## config.mk

```make
export PLATFORM = sky130hd
export DESIGN_NAME = bdp_buffer_sizer_core
export DESIGN_NICKNAME = d
export VERILOG_FILES = /design/src/sv/bdpsz_pkg.sv /design/src/sv/bdpsz_regs.sv /design/src/sv/bdpsz_ctrl.sv /design/src/sv/bdpsz_dp.sv /design/src/sv/bdp_buffer_sizer_core.sv
export SDC_FILE = /design/constraint.sdc
export NUM_CORES = 2
export LEC_CHECK = 0
export BUFFER_PORTS_ARGS = -buffer_cell sky130_fd_sc_hd__buf_4
export CAP_MARGIN = 20
export CORE_MARGIN = 1
export CORE_UTILIZATION = 35
export CTS_CLUSTER_DIAMETER = 120
export DETAILED_ROUTE_END_ITERATION = 10
export GPL_TIMING_DRIVEN = 0
export MAX_ROUTING_LAYER = met4
export SKIP_LAST_GASP = 1
export SLEW_MARGIN = 20
export SYNTH_ARGS = -nofsm -noshare
export SYNTH_HDL_FRONTEND = slang
export SYNTH_HIERARCHICAL = 1
export SYNTH_SLANG_ARGS = --single-unit
export TNS_END_PERCENT = 50
```

## constraint.sdc

```tcl
create_clock -name aclk -period 10.35 [get_ports aclk]
set_clock_uncertainty 0.1 [all_clocks]
set_input_delay 1.035 -clock aclk [delete_from_list [all_inputs] [get_ports aclk]]
set_output_delay 1.035 -clock aclk [all_outputs]
set_load 0.1 [all_outputs]
```

## src/sv/bdpsz_pkg.sv

```systemverilog
// Shared types, constants and sequencing tables for the buffer sizer.
// Used by the register block, the controller, the datapath and the top level.
`timescale 1ns / 1ps
`default_nettype none

package bdpsz_pkg;

    // Field and state widths.
    localparam int RATE_W    = 34;
    localparam int RTT_W     = 24;
    localparam int FRAC_W    = 16;
    localparam int PEAK_W    = RATE_W + FRAC_W;
    localparam int SMOOTH_W  = RTT_W + FRAC_W;
    localparam int SIZE_W    = 31;
    localparam int DECAY_W   = 16;
    localparam int WEIGHT_W  = 17;

    // Shared multiplier operand and product widths.
    localparam int MUL_A_W   = 25;
    localparam int MUL_B_W   = 20;
    localparam int PROD_W    = MUL_A_W + MUL_B_W;
    localparam int BDP_W     = PEAK_W + SMOOTH_W;

    // The divisor 2^(2*FRAC_W) * 4000000 is split into 2^(2*FRAC_W + 8) and 15625.
    localparam int DIV_D     = 15625;
    localparam int Y_SHIFT   = 2 * FRAC_W + 8;
    localparam int Y_W       = BDP_W - Y_SHIFT;
    localparam int QUO_W     = 32;
    localparam int DIGIT_W   = 4;
    localparam int REM_W     = 14;
    localparam int TRIAL_W   = REM_W + DIGIT_W;

    // Sequencer counts.
    localparam int STEP_W    = 4;
    localparam int DIV_CNT_W = 3;
    localparam logic [STEP_W-1:0]    LAST_STEP = STEP_W'(10);
    localparam logic [DIV_CNT_W-1:0] DIV_LAST  = DIV_CNT_W'(QUO_W / DIGIT_W - 1);

    // Configuration port.
    localparam int ADDR_W    = 5;
    localparam int DATA_W    = 32;

    localparam logic [WEIGHT_W-1:0] Q16_ONE      = WEIGHT_W'(65536);
    localparam logic [SMOOTH_W-1:0] SMOOTH_RESET = SMOOTH_W'(64'd30000 << FRAC_W);
    localparam logic [SIZE_W-1:0]   SIZE_CAP     = 31'h7FFF_FFFF;
    localparam logic [SIZE_W-1:0]   ALIGNED_CAP  = 31'h7FFF_F000;
    localparam logic [SIZE_W:0]     ALIGN_ADD    = 32'd4095;

    localparam logic [SIZE_W-1:0]   MIN_SIZE_RST      = SIZE_W'(4194304);
    localparam logic [SIZE_W-1:0]   MAX_SIZE_RST      = SIZE_W'(33554432);
    localparam logic [DECAY_W-1:0]  PEAK_DECAY_RST    = DECAY_W'(65470);
    localparam logic [WEIGHT_W-1:0] RTT_WEIGHT_RST    = WEIGHT_W'(19661);
    localparam logic [SIZE_W-1:0]   DEFAULT_FLOOR_RST = SIZE_W'(1048576);
    localparam logic [SIZE_W-1:0]   IDLE_SIZE_RST     = SIZE_W'(8388608);

    typedef enum logic [2:0] {
        REG_MIN_SIZE      = 3'd0,
        REG_MAX_SIZE      = 3'd1,
        REG_PEAK_DECAY    = 3'd2,
        REG_RTT_WEIGHT    = 3'd3,
        REG_DEFAULT_FLOOR = 3'd4,
        REG_IDLE_SIZE     = 3'd5
    } reg_idx_t;

    typedef struct packed {
        logic [SIZE_W-1:0]   min_size;
        logic [SIZE_W-1:0]   max_size;
        logic [DECAY_W-1:0]  peak_decay;
        logic [WEIGHT_W-1:0] rtt_weight;
        logic [SIZE_W-1:0]   default_floor;
        logic [SIZE_W-1:0]   idle_size;
    } cfg_t;

    typedef enum logic [2:0] {
        ST_IDLE,
        ST_MUL,
        ST_DIV_INIT,
        ST_DIV,
        ST_FIN
    } state_t;

    typedef enum logic [3:0] {
        MUL_NONE,
        MUL_RW,
        MUL_SHWO,
        MUL_SLWO,
        MUL_PD_HI,
        MUL_PD_LO,
        MUL_B00,
        MUL_B01,
        MUL_B10,
        MUL_B11
    } mul_sel_t;

    typedef enum logic [3:0] {
        ACC_NONE,
        ACC_RTT_A,
        ACC_RTT_B,
        ACC_RTT_C,
        ACC_DEC_A,
        ACC_DEC_B,
        ACC_BDP_00,
        ACC_BDP_01,
        ACC_BDP_10,
        ACC_BDP_11
    } acc_op_t;

    typedef struct packed {
        mul_sel_t mul_sel;
        acc_op_t  acc_op;
    } step_cmd_t;

    typedef struct packed {
        logic      load_in;
        step_cmd_t step;
        logic      div_init;
        logic      div_step;
        logic      fin_load;
    } cmd_t;

    // A step starts at most one product and may fold in the one started the step before.
    function automatic step_cmd_t step_cmd(input logic [STEP_W-1:0] step);
        step_cmd_t c;
        case (step)
            4'd0:    c = '{mul_sel: MUL_RW,    acc_op: ACC_NONE};
            4'd1:    c = '{mul_sel: MUL_SHWO,  acc_op: ACC_RTT_A};
            4'd2:    c = '{mul_sel: MUL_SLWO,  acc_op: ACC_RTT_B};
            4'd3:    c = '{mul_sel: MUL_PD_HI, acc_op: ACC_RTT_C};
            4'd4:    c = '{mul_sel: MUL_PD_LO, acc_op: ACC_DEC_A};
            4'd5:    c = '{mul_sel: MUL_NONE,  acc_op: ACC_DEC_B};
            4'd6:    c = '{mul_sel: MUL_B00,   acc_op: ACC_NONE};
            4'd7:    c = '{mul_sel: MUL_B01,   acc_op: ACC_BDP_00};
            4'd8:    c = '{mul_sel: MUL_B10,   acc_op: ACC_BDP_01};
            4'd9:    c = '{mul_sel: MUL_B11,   acc_op: ACC_BDP_10};
            4'd10:   c = '{mul_sel: MUL_NONE,  acc_op: ACC_BDP_11};
            default: c = '{mul_sel: MUL_NONE,  acc_op: ACC_NONE};
        endcase
        return c;
    endfunction

    // Multiples of the divisor for radix-16 digit selection.
    function automatic logic [TRIAL_W-1:0] div_mult(input logic [DIGIT_W-1:0] k);
        return TRIAL_W'(int'(k) * DIV_D);
    endfunction

endpackage

`default_nettype wire

```

## src/sv/bdpsz_regs.sv

```systemverilog
// Configuration register file with an APB-style access port.
// Depends on bdpsz_pkg for the register indexes, reset values and cfg_t.
`timescale 1ns / 1ps
`default_nettype none

module bdpsz_regs
    import bdpsz_pkg::*;
(
    input  wire logic              aclk,
    input  wire logic              aresetn,
    input  wire logic              psel,
    input  wire logic              penable,
    input  wire logic              pwrite,
    input  wire logic [ADDR_W-1:0] paddr,
    input  wire logic [DATA_W-1:0] pwdata,
    output logic      [DATA_W-1:0] prdata,
    output logic                   pready,
    output cfg_t                   cfg
);

    cfg_t     cfg_reg;
    cfg_t     cfg_next;
    reg_idx_t idx;
    logic     wr_en;

    assign idx    = reg_idx_t'(paddr[ADDR_W-1:2]);
    assign wr_en  = psel & penable & pwrite;
    assign pready = 1'b1;
    assign cfg    = cfg_reg;

    always_comb begin
        cfg_next = cfg_reg;
        if (wr_en) begin
            case (idx)
                REG_MIN_SIZE:      cfg_next.min_size      = pwdata[SIZE_W-1:0];
                REG_MAX_SIZE:      cfg_next.max_size      = pwdata[SIZE_W-1:0];
                REG_PEAK_DECAY:    cfg_next.peak_decay    = pwdata[DECAY_W-1:0];
                REG_RTT_WEIGHT:    cfg_next.rtt_weight    = pwdata[WEIGHT_W-1:0];
                REG_DEFAULT_FLOOR: cfg_next.default_floor = pwdata[SIZE_W-1:0];
                REG_IDLE_SIZE:     cfg_next.idle_size     = pwdata[SIZE_W-1:0];
                default:           cfg_next = cfg_reg;
            endcase
        end
    end

    always_comb begin
        case (idx)
            REG_MIN_SIZE:      prdata = DATA_W'(cfg_reg.min_size);
            REG_MAX_SIZE:      prdata = DATA_W'(cfg_reg.max_size);
            REG_PEAK_DECAY:    prdata = DATA_W'(cfg_reg.peak_decay);
            REG_RTT_WEIGHT:    prdata = DATA_W'(cfg_reg.rtt_weight);
            REG_DEFAULT_FLOOR: prdata = DATA_W'(cfg_reg.default_floor);
            REG_IDLE_SIZE:     prdata = DATA_W'(cfg_reg.idle_size);
            default:           prdata = '0;
        endcase
    end

    always_ff @(posedge aclk) begin
        if (!aresetn) begin
            cfg_reg.min_size      <= MIN_SIZE_RST;
            cfg_reg.max_size      <= MAX_SIZE_RST;
            cfg_reg.peak_decay    <= PEAK_DECAY_RST;
            cfg_reg.rtt_weight    <= RTT_WEIGHT_RST;
            cfg_reg.default_floor <= DEFAULT_FLOOR_RST;
            cfg_reg.idle_size     <= IDLE_SIZE_RST;
        end else begin
            cfg_reg <= cfg_next;
        end
    end

endmodule

`default_nettype wire

```

## src/sv/bdpsz_ctrl.sv

```systemverilog
// Controller state machine: sequences the multiply steps, the divider and the
// output register. Depends on bdpsz_pkg for state_t, cmd_t and the step table.
`timescale 1ns / 1ps
`default_nettype none

module bdpsz_ctrl
    import bdpsz_pkg::*;
(
    input  wire logic aclk,
    input  wire logic aresetn,
    input  wire logic s_tvalid,
    output logic      s_tready,
    output logic      m_tvalid,
    input  wire logic m_tready,
    output cmd_t      cmd
);

    state_t                 state_reg;
    state_t                 state_next;
    logic [STEP_W-1:0]      step_reg;
    logic [STEP_W-1:0]      step_next;
    logic [DIV_CNT_W-1:0]   div_reg;
    logic [DIV_CNT_W-1:0]   div_next;
    logic                   m_valid_reg;
    logic                   m_valid_next;
    logic                   out_free;

    assign out_free = !m_valid_reg || m_tready;

    always_comb begin
        state_next = state_reg;
        case (state_reg)
            ST_IDLE: begin
                if (s_tvalid) state_next = ST_MUL;
            end
            ST_MUL: begin
                if (step_reg == LAST_STEP) state_next = ST_DIV_INIT;
            end
            ST_DIV_INIT: state_next = ST_DIV;
            ST_DIV: begin
                if (div_reg == DIV_LAST) state_next = ST_FIN;
            end
            ST_FIN: begin
                if (out_free) state_next = ST_IDLE;
            end
            default: state_next = ST_IDLE;
        endcase
    end

    always_comb begin
        s_tready     = 1'b0;
        cmd          = '0;
        cmd.step     = '{mul_sel: MUL_NONE, acc_op: ACC_NONE};
        step_next    = '0;
        div_next     = '0;
        case (state_reg)
            ST_IDLE: begin
                s_tready    = 1'b1;
                cmd.load_in = s_tvalid;
            end
            ST_MUL: begin
                cmd.step  = step_cmd(step_reg);
                step_next = step_reg + STEP_W'(1);
            end
            ST_DIV_INIT: cmd.div_init = 1'b1;
            ST_DIV: begin
                cmd.div_step = 1'b1;
                div_next     = div_reg + DIV_CNT_W'(1);
            end
            ST_FIN: cmd.fin_load = out_free;
            default: cmd = '0;
        endcase
    end

    assign m_valid_next = cmd.fin_load | (m_valid_reg & ~m_tready);
    assign m_tvalid     = m_valid_reg;

    always_ff @(posedge aclk) begin
        if (!aresetn) begin
            state_reg   <= ST_IDLE;
            step_reg    <= '0;
            div_reg     <= '0;
            m_valid_reg <= 1'b0;
        end else begin
            state_reg   <= state_next;
            step_reg    <= step_next;
            div_reg     <= div_next;
            m_valid_reg <= m_valid_next;
        end
    end

    // A result may only be loaded when the output register is empty or draining.
    a_fin_slot_free: assert property (@(posedge aclk) disable iff (!aresetn)
        cmd.fin_load |-> out_free)
        else $error("result loaded over a pending output item");

    // An accepted item always starts the multiply sequence at its first step.
    a_accept_starts_seq: assert property (@(posedge aclk) disable iff (!aresetn)
        (s_tvalid && s_tready) |=> (state_reg == ST_MUL && step_reg == '0))
        else $error("accepted item did not start the multiply sequence");

    // The multiply steps advance by one without skipping.
    a_step_advance: assert property (@(posedge aclk) disable iff (!aresetn)
        (state_reg == ST_MUL && step_reg != LAST_STEP)
            |=> (state_reg == ST_MUL && step_reg == $past(step_reg) + STEP_W'(1)))
        else $error("multiply step sequence broken");

    // The output becomes valid only right after the finish state.
    a_valid_from_fin: assert property (@(posedge aclk) disable iff (!aresetn)
        $rose(m_valid_reg) |-> $past(state_reg == ST_FIN))
        else $error("output valid raised outside the finish state");

endmodule

`default_nettype wire

```

## src/sv/bdpsz_dp.sv

```systemverilog
// Datapath: shared 25x20 multiplier with accumulators, radix-16 divider by a
// constant, clamping and the output register. Depends on bdpsz_pkg.
`timescale 1ns / 1ps
`default_nettype none

module bdpsz_dp
    import bdpsz_pkg::*;
(
    input  wire logic              aclk,
    input  wire logic              aresetn,
    input  wire cmd_t              cmd,
    input  wire cfg_t              cfg,
    input  wire logic [RATE_W-1:0] in_rx_rate,
    input  wire logic [RTT_W-1:0]  in_rtt_us,
    output logic      [SIZE_W-1:0] out_buffer_size,
    output logic      [SIZE_W-1:0] out_default_size,
    output logic                   out_changed
);

    logic [RATE_W-1:0]   rate_reg;
    logic [RTT_W-1:0]    rtt_reg;
    logic [PEAK_W-1:0]   peak_reg;
    logic [PEAK_W-1:0]   peak_next;
    logic [SMOOTH_W-1:0] smooth_reg;
    logic [SMOOTH_W-1:0] smooth_next;
    logic [SIZE_W-1:0]   last_reg;
    logic [PROD_W-1:0]   prod_reg;
    logic [PROD_W-1:0]   prod_next;
    logic [SMOOTH_W-1:0] racc_reg;
    logic [PEAK_W-1:0]   dec_reg;
    logic [BDP_W-1:0]    bdp_reg;
    logic [REM_W-1:0]    rem_reg;
    logic [QUO_W-1:0]    num_reg;
    logic [QUO_W-1:0]    quo_reg;
    logic                sat_reg;
    logic [SIZE_W-1:0]   buf_reg;
    logic [SIZE_W-1:0]   def_reg;
    logic                chg_reg;

    logic [WEIGHT_W-1:0] w_eff;
    logic [WEIGHT_W-1:0] w_old;
    logic [MUL_A_W-1:0]  mul_a;
    logic [MUL_B_W-1:0]  mul_b;
    logic [PEAK_W-1:0]   sample;
    logic [PEAK_W-1:0]   dec_sum;
    logic [Y_W-1:0]      y_val;
    logic [TRIAL_W-1:0]  trial;
    logic [DIGIT_W-1:0]  digit;
    logic [SIZE_W-1:0]   q_val;
    logic [SIZE_W-1:0]   lo_clamp;
    logic [SIZE_W-1:0]   hi_clamp;
    logic [SIZE_W:0]     rounded;
    logic [SIZE_W:0]     aligned;
    logic [SIZE_W-1:0]   buf_calc;
    logic [SIZE_W-1:0]   buf_val;
    logic [SIZE_W-1:0]   quarter;
    logic [SIZE_W-1:0]   def_val;

    // A weight above one acts as one.
    assign w_eff = cfg.rtt_weight[WEIGHT_W-1] ? Q16_ONE : cfg.rtt_weight;
    assign w_old = Q16_ONE - w_eff;

    always_comb begin
        case (cmd.step.mul_sel)
            MUL_RW: begin
                mul_a = MUL_A_W'(rtt_reg);
                mul_b = MUL_B_W'(w_eff);
            end
            MUL_SHWO: begin
                mul_a = MUL_A_W'(smooth_reg[SMOOTH_W-1:FRAC_W]);
                mul_b = MUL_B_W'(w_old);
            end
            MUL_SLWO: begin
                mul_a = MUL_A_W'(smooth_reg[FRAC_W-1:0]);
                mul_b = MUL_B_W'(w_old);
            end
            MUL_PD_HI: begin
                mul_a = peak_reg[PEAK_W-1:MUL_A_W];
                mul_b = MUL_B_W'(cfg.peak_decay);
            end
            MUL_PD_LO: begin
                mul_a = peak_reg[MUL_A_W-1:0];
                mul_b = MUL_B_W'(cfg.peak_decay);
            end
            MUL_B00: begin
                mul_a = peak_reg[MUL_A_W-1:0];
                mul_b = smooth_reg[MUL_B_W-1:0];
            end
            MUL_B01: begin
                mul_a = peak_reg[MUL_A_W-1:0];
                mul_b = smooth_reg[SMOOTH_W-1:MUL_B_W];
            end
            MUL_B10: begin
                mul_a = peak_reg[PEAK_W-1:MUL_A_W];
                mul_b = smooth_reg[MUL_B_W-1:0];
            end
            MUL_B11: begin
                mul_a = peak_reg[PEAK_W-1:MUL_A_W];
                mul_b = smooth_reg[SMOOTH_W-1:MUL_B_W];
            end
            default: begin
                mul_a = '0;
                mul_b = '0;
            end
        endcase
    end

    assign prod_next = PROD_W'(mul_a) * PROD_W'(mul_b);

    // The low half of the peak contributes only its product shifted down by FRAC_W.
    assign sample  = {rate_reg, {FRAC_W{1'b0}}};
    assign dec_sum = dec_reg + PEAK_W'(prod_reg[PROD_W-1:FRAC_W]);

    always_comb begin
        peak_next   = peak_reg;
        smooth_next = smooth_reg;
        case (cmd.step.acc_op)
            ACC_RTT_C: begin
                if (rtt_reg != '0) begin
                    smooth_next = racc_reg + SMOOTH_W'(prod_reg[PROD_W-1:FRAC_W]);
                end
            end
            ACC_DEC_B: peak_next = (sample > dec_sum) ? sample : dec_sum;
            default:   peak_next = peak_reg;
        endcase
    end

    always_ff @(posedge aclk) begin
        if (!aresetn) begin
            peak_reg   <= '0;
            smooth_reg <= SMOOTH_RESET;
            last_reg   <= '0;
        end else begin
            peak_reg   <= peak_next;
            smooth_reg <= smooth_next;
            if (cmd.fin_load) last_reg <= buf_val;
        end
    end

    always_ff @(posedge aclk) begin
        prod_reg <= prod_next;
        if (cmd.load_in) begin
            rate_reg <= in_rx_rate;
            rtt_reg  <= in_rtt_us;
        end
        case (cmd.step.acc_op)
            ACC_RTT_A:  racc_reg <= prod_reg[SMOOTH_W-1:0];
            ACC_RTT_B:  racc_reg <= racc_reg + prod_reg[SMOOTH_W-1:0];
            ACC_DEC_A:  dec_reg  <= PEAK_W'(prod_reg) << (MUL_A_W - FRAC_W);
            ACC_BDP_00: bdp_reg  <= BDP_W'(prod_reg);
            ACC_BDP_01: bdp_reg  <= bdp_reg + (BDP_W'(prod_reg) << MUL_B_W);
            ACC_BDP_10: bdp_reg  <= bdp_reg + (BDP_W'(prod_reg) << MUL_A_W);
            ACC_BDP_11: bdp_reg  <= bdp_reg + (BDP_W'(prod_reg) << (MUL_A_W + MUL_B_W));
            default:    bdp_reg  <= bdp_reg;
        endcase
    end

    // Long division of y_val by 15625, four quotient bits per cycle. When the
    // quotient would reach 2^31 the result saturates and the digits are ignored.
    assign y_val = bdp_reg[BDP_W-1:Y_SHIFT];
    assign trial = {rem_reg, num_reg[QUO_W-1:QUO_W-DIGIT_W]};

    always_comb begin
        digit = '0;
        for (int k = 1; k < (1 << DIGIT_W); k++) begin
            if (trial >= div_mult(DIGIT_W'(k))) digit = DIGIT_W'(k);
        end
    end

    always_ff @(posedge aclk) begin
        if (cmd.div_init) begin
            sat_reg <= (y_val[Y_W-1:SIZE_W] >= (Y_W - SIZE_W)'(DIV_D));
            rem_reg <= y_val[QUO_W+REM_W-1:QUO_W];
            num_reg <= y_val[QUO_W-1:0];
            quo_reg <= '0;
        end else if (cmd.div_step) begin
            rem_reg <= REM_W'(trial - div_mult(digit));
            num_reg <= num_reg << DIGIT_W;
            quo_reg <= {quo_reg[QUO_W-DIGIT_W-1:0], digit};
        end
    end

    // Clamp, align up to 4096 and fall back to the idle size without a rate or rtt.
    always_comb begin
        q_val    = sat_reg ? SIZE_CAP : quo_reg[SIZE_W-1:0];
        lo_clamp = (q_val < cfg.min_size) ? cfg.min_size : q_val;
        hi_clamp = (lo_clamp > cfg.max_size) ? cfg.max_size : lo_clamp;
        rounded  = {1'b0, hi_clamp} + ALIGN_ADD;
        aligned  = {rounded[SIZE_W:12], 12'b0};
        buf_calc = (aligned > {1'b0, ALIGNED_CAP}) ? ALIGNED_CAP : aligned[SIZE_W-1:0];
        buf_val  = (peak_reg == '0 || smooth_reg == '0) ? cfg.idle_size : buf_calc;
        quarter  = buf_val >> 2;
        def_val  = (quarter < cfg.default_floor) ? cfg.default_floor : quarter;
    end

    always_ff @(posedge aclk) begin
        if (cmd.fin_load) begin
            buf_reg <= buf_val;
            def_reg <= def_val;
            chg_reg <= (buf_val != last_reg);
        end
    end

    assign out_buffer_size  = buf_reg;
    assign out_default_size = def_reg;
    assign out_changed      = chg_reg;

endmodule

`default_nettype wire

```

## src/sv/bdp_buffer_sizer_core.sv

```systemverilog
// An accepted item passes through the 11 steps of the shared 25x20 multiplier, a
// divider setup state, the 8 radix-16 steps of the divider and a finish state, and
// the controller then returns to the idle state; no new item is taken before that.
// A stalled output holds the finish state until it drains.
// The next item is taken while the previous result waits in the output register.
// Reset (synchronous, active low) restores the register defaults, clears the peak
// rate and last size, and sets the smoothed rtt to 30000 us.
`timescale 1ns / 1ps
`default_nettype none

module bdp_buffer_sizer_core
    import bdpsz_pkg::*;
(
    input  wire logic              aclk,
    input  wire logic              aresetn,
    input  wire logic              s_tvalid,
    output logic                   s_tready,
    input  wire logic [63:0]       s_tdata,   // rx_rate[33:0], rtt_us[57:34], zero fill
    output logic                   m_tvalid,
    input  wire logic              m_tready,
    output logic      [63:0]       m_tdata,   // buffer_size[30:0], default_size[61:31], zero fill
    output logic                   m_tuser,   // changed
    input  wire logic              psel,
    input  wire logic              penable,
    input  wire logic              pwrite,
    input  wire logic [ADDR_W-1:0] paddr,
    input  wire logic [DATA_W-1:0] pwdata,
    output logic      [DATA_W-1:0] prdata,
    output logic                   pready
);

    cfg_t              cfg;
    cmd_t              cmd;
    logic [SIZE_W-1:0] buffer_size;
    logic [SIZE_W-1:0] default_size;

    bdpsz_regs u_regs (
        .aclk    (aclk),
        .aresetn (aresetn),
        .psel    (psel),
        .penable (penable),
        .pwrite  (pwrite),
        .paddr   (paddr),
        .pwdata  (pwdata),
        .prdata  (prdata),
        .pready  (pready),
        .cfg     (cfg)
    );

    bdpsz_ctrl u_ctrl (
        .aclk     (aclk),
        .aresetn  (aresetn),
        .s_tvalid (s_tvalid),
        .s_tready (s_tready),
        .m_tvalid (m_tvalid),
        .m_tready (m_tready),
        .cmd      (cmd)
    );

    bdpsz_dp u_dp (
        .aclk             (aclk),
        .aresetn          (aresetn),
        .cmd              (cmd),
        .cfg              (cfg),
        .in_rx_rate       (s_tdata[RATE_W-1:0]),
        .in_rtt_us        (s_tdata[RATE_W+RTT_W-1:RATE_W]),
        .out_buffer_size  (buffer_size),
        .out_default_size (default_size),
        .out_changed      (m_tuser)
    );

    assign m_tdata = {2'b00, default_size, buffer_size};

endmodule

`default_nettype wire
```

==> flow_metrics.tcl <==
set metrics [dict create \
    clkSinkCount 692 \
    finalCritPeriodShare 0.972 \
    synth_warnings 6 \
    grt_max_degree 59 \
    clk_path_buf_depth 3 \
    start_kind "register" \
    drtAntennaViolNets 0 \
    final_util 0.400 \
    max_stage_delay_ps 570 \
    place.detailed.hpwl_mm 204 \
    hold_violations 0 \
    dieArea_um2 182000 \
    synth-edff-count 319 \
    root_buffer "clkbuf_16" \
    dpl.cell_count 9667 \
    internal-power_uw 6710 \
    min_path_type "register to register" \
    yosys_most_used_dff "dfxtp_1" \
    max_cap_viol_count 0 \
    grt.total_usage 0.286 \
    viasPerCell 5.75 \
    largest_reg_flops 157 \
    wl_per_cell_um 26.0 \
    min_path_cells 1 \
    grt-ovfl-total 0 \
    end_kind "register" \
    tightest_slew_ps 1240 \
    min_from "u_ctrl/div_reg[0]$_SDFF_PN0_" \
    r2r_slack_ps 290 \
    slew_headroom 0.170 \
    synth_cell_types 114 \
    crit_arrival_ps 10530 \
    numCtsBuffers 83 \
    seqPwrFrac 0.317 \
    drt-initial-drc-count 6008 \
    p_sw_uw 4600 \
    drcViolationCount 0 \
    synthCells 7108 \
    min_period_ps 10060 \
    routed-via-count 56800 \
    antenna_found_initial 6 \
    dr.pass1.iters 8 \
    grt_first_pass_wirelength_mm 373 \
    r2r_end "u_dp/prod_reg[44]$_DFF_P_" \
    max_freq_ghz 0.0994 \
    die-width_um 426 \
    synth_area_um2 63100 \
    slew_viol_final 0 \
    avgSynthCellArea_um2 8.87 \
    io_buffer_count 193 \
    h-tree-depth 3 \
    ys_seq_area_frac 0.270 \
    critPathMostFrequentCell "fa_1" \
    worstHoldEndpoint "u_ctrl/div_reg[0]$_SDFF_PN0_" \
    ir_worst_vdd_mv 0.321 \
    path_clk_slew_ps 60 \
    critical_path_class "register to register" \
    synth_top_area_share 0.152 \
    ff2ff_path_depth 38 \
    power.share.clock 0.264 \
    drive_above_1_share 0.107 \
    yosysTopAreaCell "edfxtp_1" \
    grt_pass1_vias 55100 \
    synth_area_leaders "edfxtp_1, fa_1, dfxtp_1, ha_1, nand2_1" \
    yosys_register_bits 692 \
    setup_viol 0 \
    cp_data_required_time_ps 10830 \
    nNetsFinal 8495 \
    hold_buffers 0 \
    initial_core_util 0.353 \
    rsz0062_at_grt "yes" \
    gp_congestion 1.03 \
    cts_tree "yes" \
    status "finished clean" \
    netSwitchingFraction 0.407 \
    n_fill_cell 18000 \
    wl_mm 257 \
    ios 208 \
    synth.top_cells.by_count "nand2_1, inv_1, nor2_1" \
    timing.rr.start "u_ctrl/state_reg[0]$_SDFFE_PN0P_" \
    crit_slowest_cell "fa_1" \
    synth.most_common_cell "nand2_1" \
    rows 155 \
    area_growth_pct 13.2 \
    clock_latency_ps 730 \
    power_density_nw_per_um2 158 \
    async_flop_share 0 \
    p_comb_frac 0.419 \
    path_max_fanout 10 \
    p_leak_uw 0.0298 \
    core_um2 179000 \
    die_y_um 426 \
    fin_cells 9864 \
]
-- per-stage QoR --
step	setup WS (ps)	area (um2)	hold WS [ps]	total power (uW)	TNS, ps
3_5_place_dp	-1780	67600	323	8190	-47290
2_1_floorplan	959	63100	296	6710	0
4_1_cts	-26.9	70900	332	11300	-26.9
6_report	293	71400	327	11300	0
3_3_place_gp	-1730	67500	305	8150	-44520
5_1_grt	-61.7	71400	353	11900	-61.7
-- power by group through the flow --
| stage | sequential, uW | combinational (uW) | clock, uW |
|---|---|---|---|
| detailed placement | 3630 | 4560 | 0 |
| floorplan | 3310 | 3400 | 0 |
| finish | 3580 | 4740 | 2980 |
| CTS | 3570 | 4660 | 3030 |
| global placement | 3640 | 4510 | 0 |
| global route | 3570 | 5200 | 3130 |
-- layer usage --
| metal | share of wire | wire length, um | GRT usage |
|---|---|---|---|
| met5 | 0 | 0 | - |
| met3 | 0.073 | 18800 | 0.0447 |
| met4 | 0.064 | 16300 | 0.152 |
| met1 | 0.41 | 106000 | 0.357 |
| met2 | 0.45 | 116000 | 0.445 |
-- cells in the final DEF (no fill, tap or decap), drive strengths merged, types with 45 or more instances in the layout --
cell type / instances
a211oi: 56
xnor2: 220
nand2b: 74
mux2: 89
nand3: 146
and2: 51
inv: 678
nor2b: 80
or2: 45
a22oi: 47
o21a: 49
edfxtp: 319
and3: 68
mux2i: 218
buf: 332
nor4: 59
nand2: 920
o211ai: 58
nor2: 557
fa: 422
clkbuf: 322
nor3: 102
a31oi: 75
xor2: 117
ha: 533
o21ai: 326
dfxtp: 373
nand4: 71
a21o: 160
a21oi: 420
-- layout make-up --
class / instances / area, um2 / share of cell area
Sequential cell: 692 / 17100 / 0.239
Clock buffer: 104 / 2250 / 0.0315
Clock inverter: 50 / 437 / 0.00612
Multi-Input combinational cell: 5435 / 42700 / 0.599
Antenna cell: 8 / 20.0 / 0.000280
Buffer: 299 / 1500 / 0.0209
Tap cell: 2355 / 2950 / 0.0413
Inverter: 670 / 2520 / 0.0353
Timing Repair Buffer: 251 / 1940 / 0.0271
-- how the worst max path moves through the flow --
stage	from	end	slack [ps]
global route	u_regs/cfg[78]$_SDFFE_PN0P_	u_dp/prod_reg[44]$_DFF_P_	-60
detailed placement	u_regs/cfg[78]$_SDFFE_PN0P_	u_dp/prod_reg[44]$_DFF_P_	-1780
global placement	u_regs/cfg[78]$_SDFFE_PN0P_	u_dp/prod_reg[44]$_DFF_P_	-1730
finish	u_ctrl/state_reg[0]$_SDFFE_PN0P_	u_dp/prod_reg[44]$_DFF_P_	290
CTS	u_regs/cfg[78]$_SDFFE_PN0P_	u_dp/prod_reg[44]$_DFF_P_	-30
floorplan	u_ctrl/state_reg[0]$_SDFFE_PN0P_	u_dp/prod_reg[44]$_DFF_P_	960
-- worst max-delay path, delay by kind of cell, from the launching register on --
kind	cells	cell delay, ps
compound gates	10	2210
buf+inv	10	1370
xor+xnor	1	120
flops	1	300
simple gates	9	1800
fa+ha+maj	8	3980
-- logic make-up after synthesis --
kind of cell	count (synthesis)	share of synthesized area
mux	321	0.0555
compound gates	1542	0.160
simple gates	2276	0.166
other cells	3	0.000179
fa+ha+maj	955	0.240
buf+inv	982	0.0611
flops	692	0.270
xor+xnor	337	0.0469
-- timing repair --
action | CTS | global route
setup endpoints to repair | 51 | 40
setup buffers | 17 | 31
pin swaps | 15 | 27
resized for setup | 144 | 124
No activity file was read; power rests on OpenSTA's default activity.
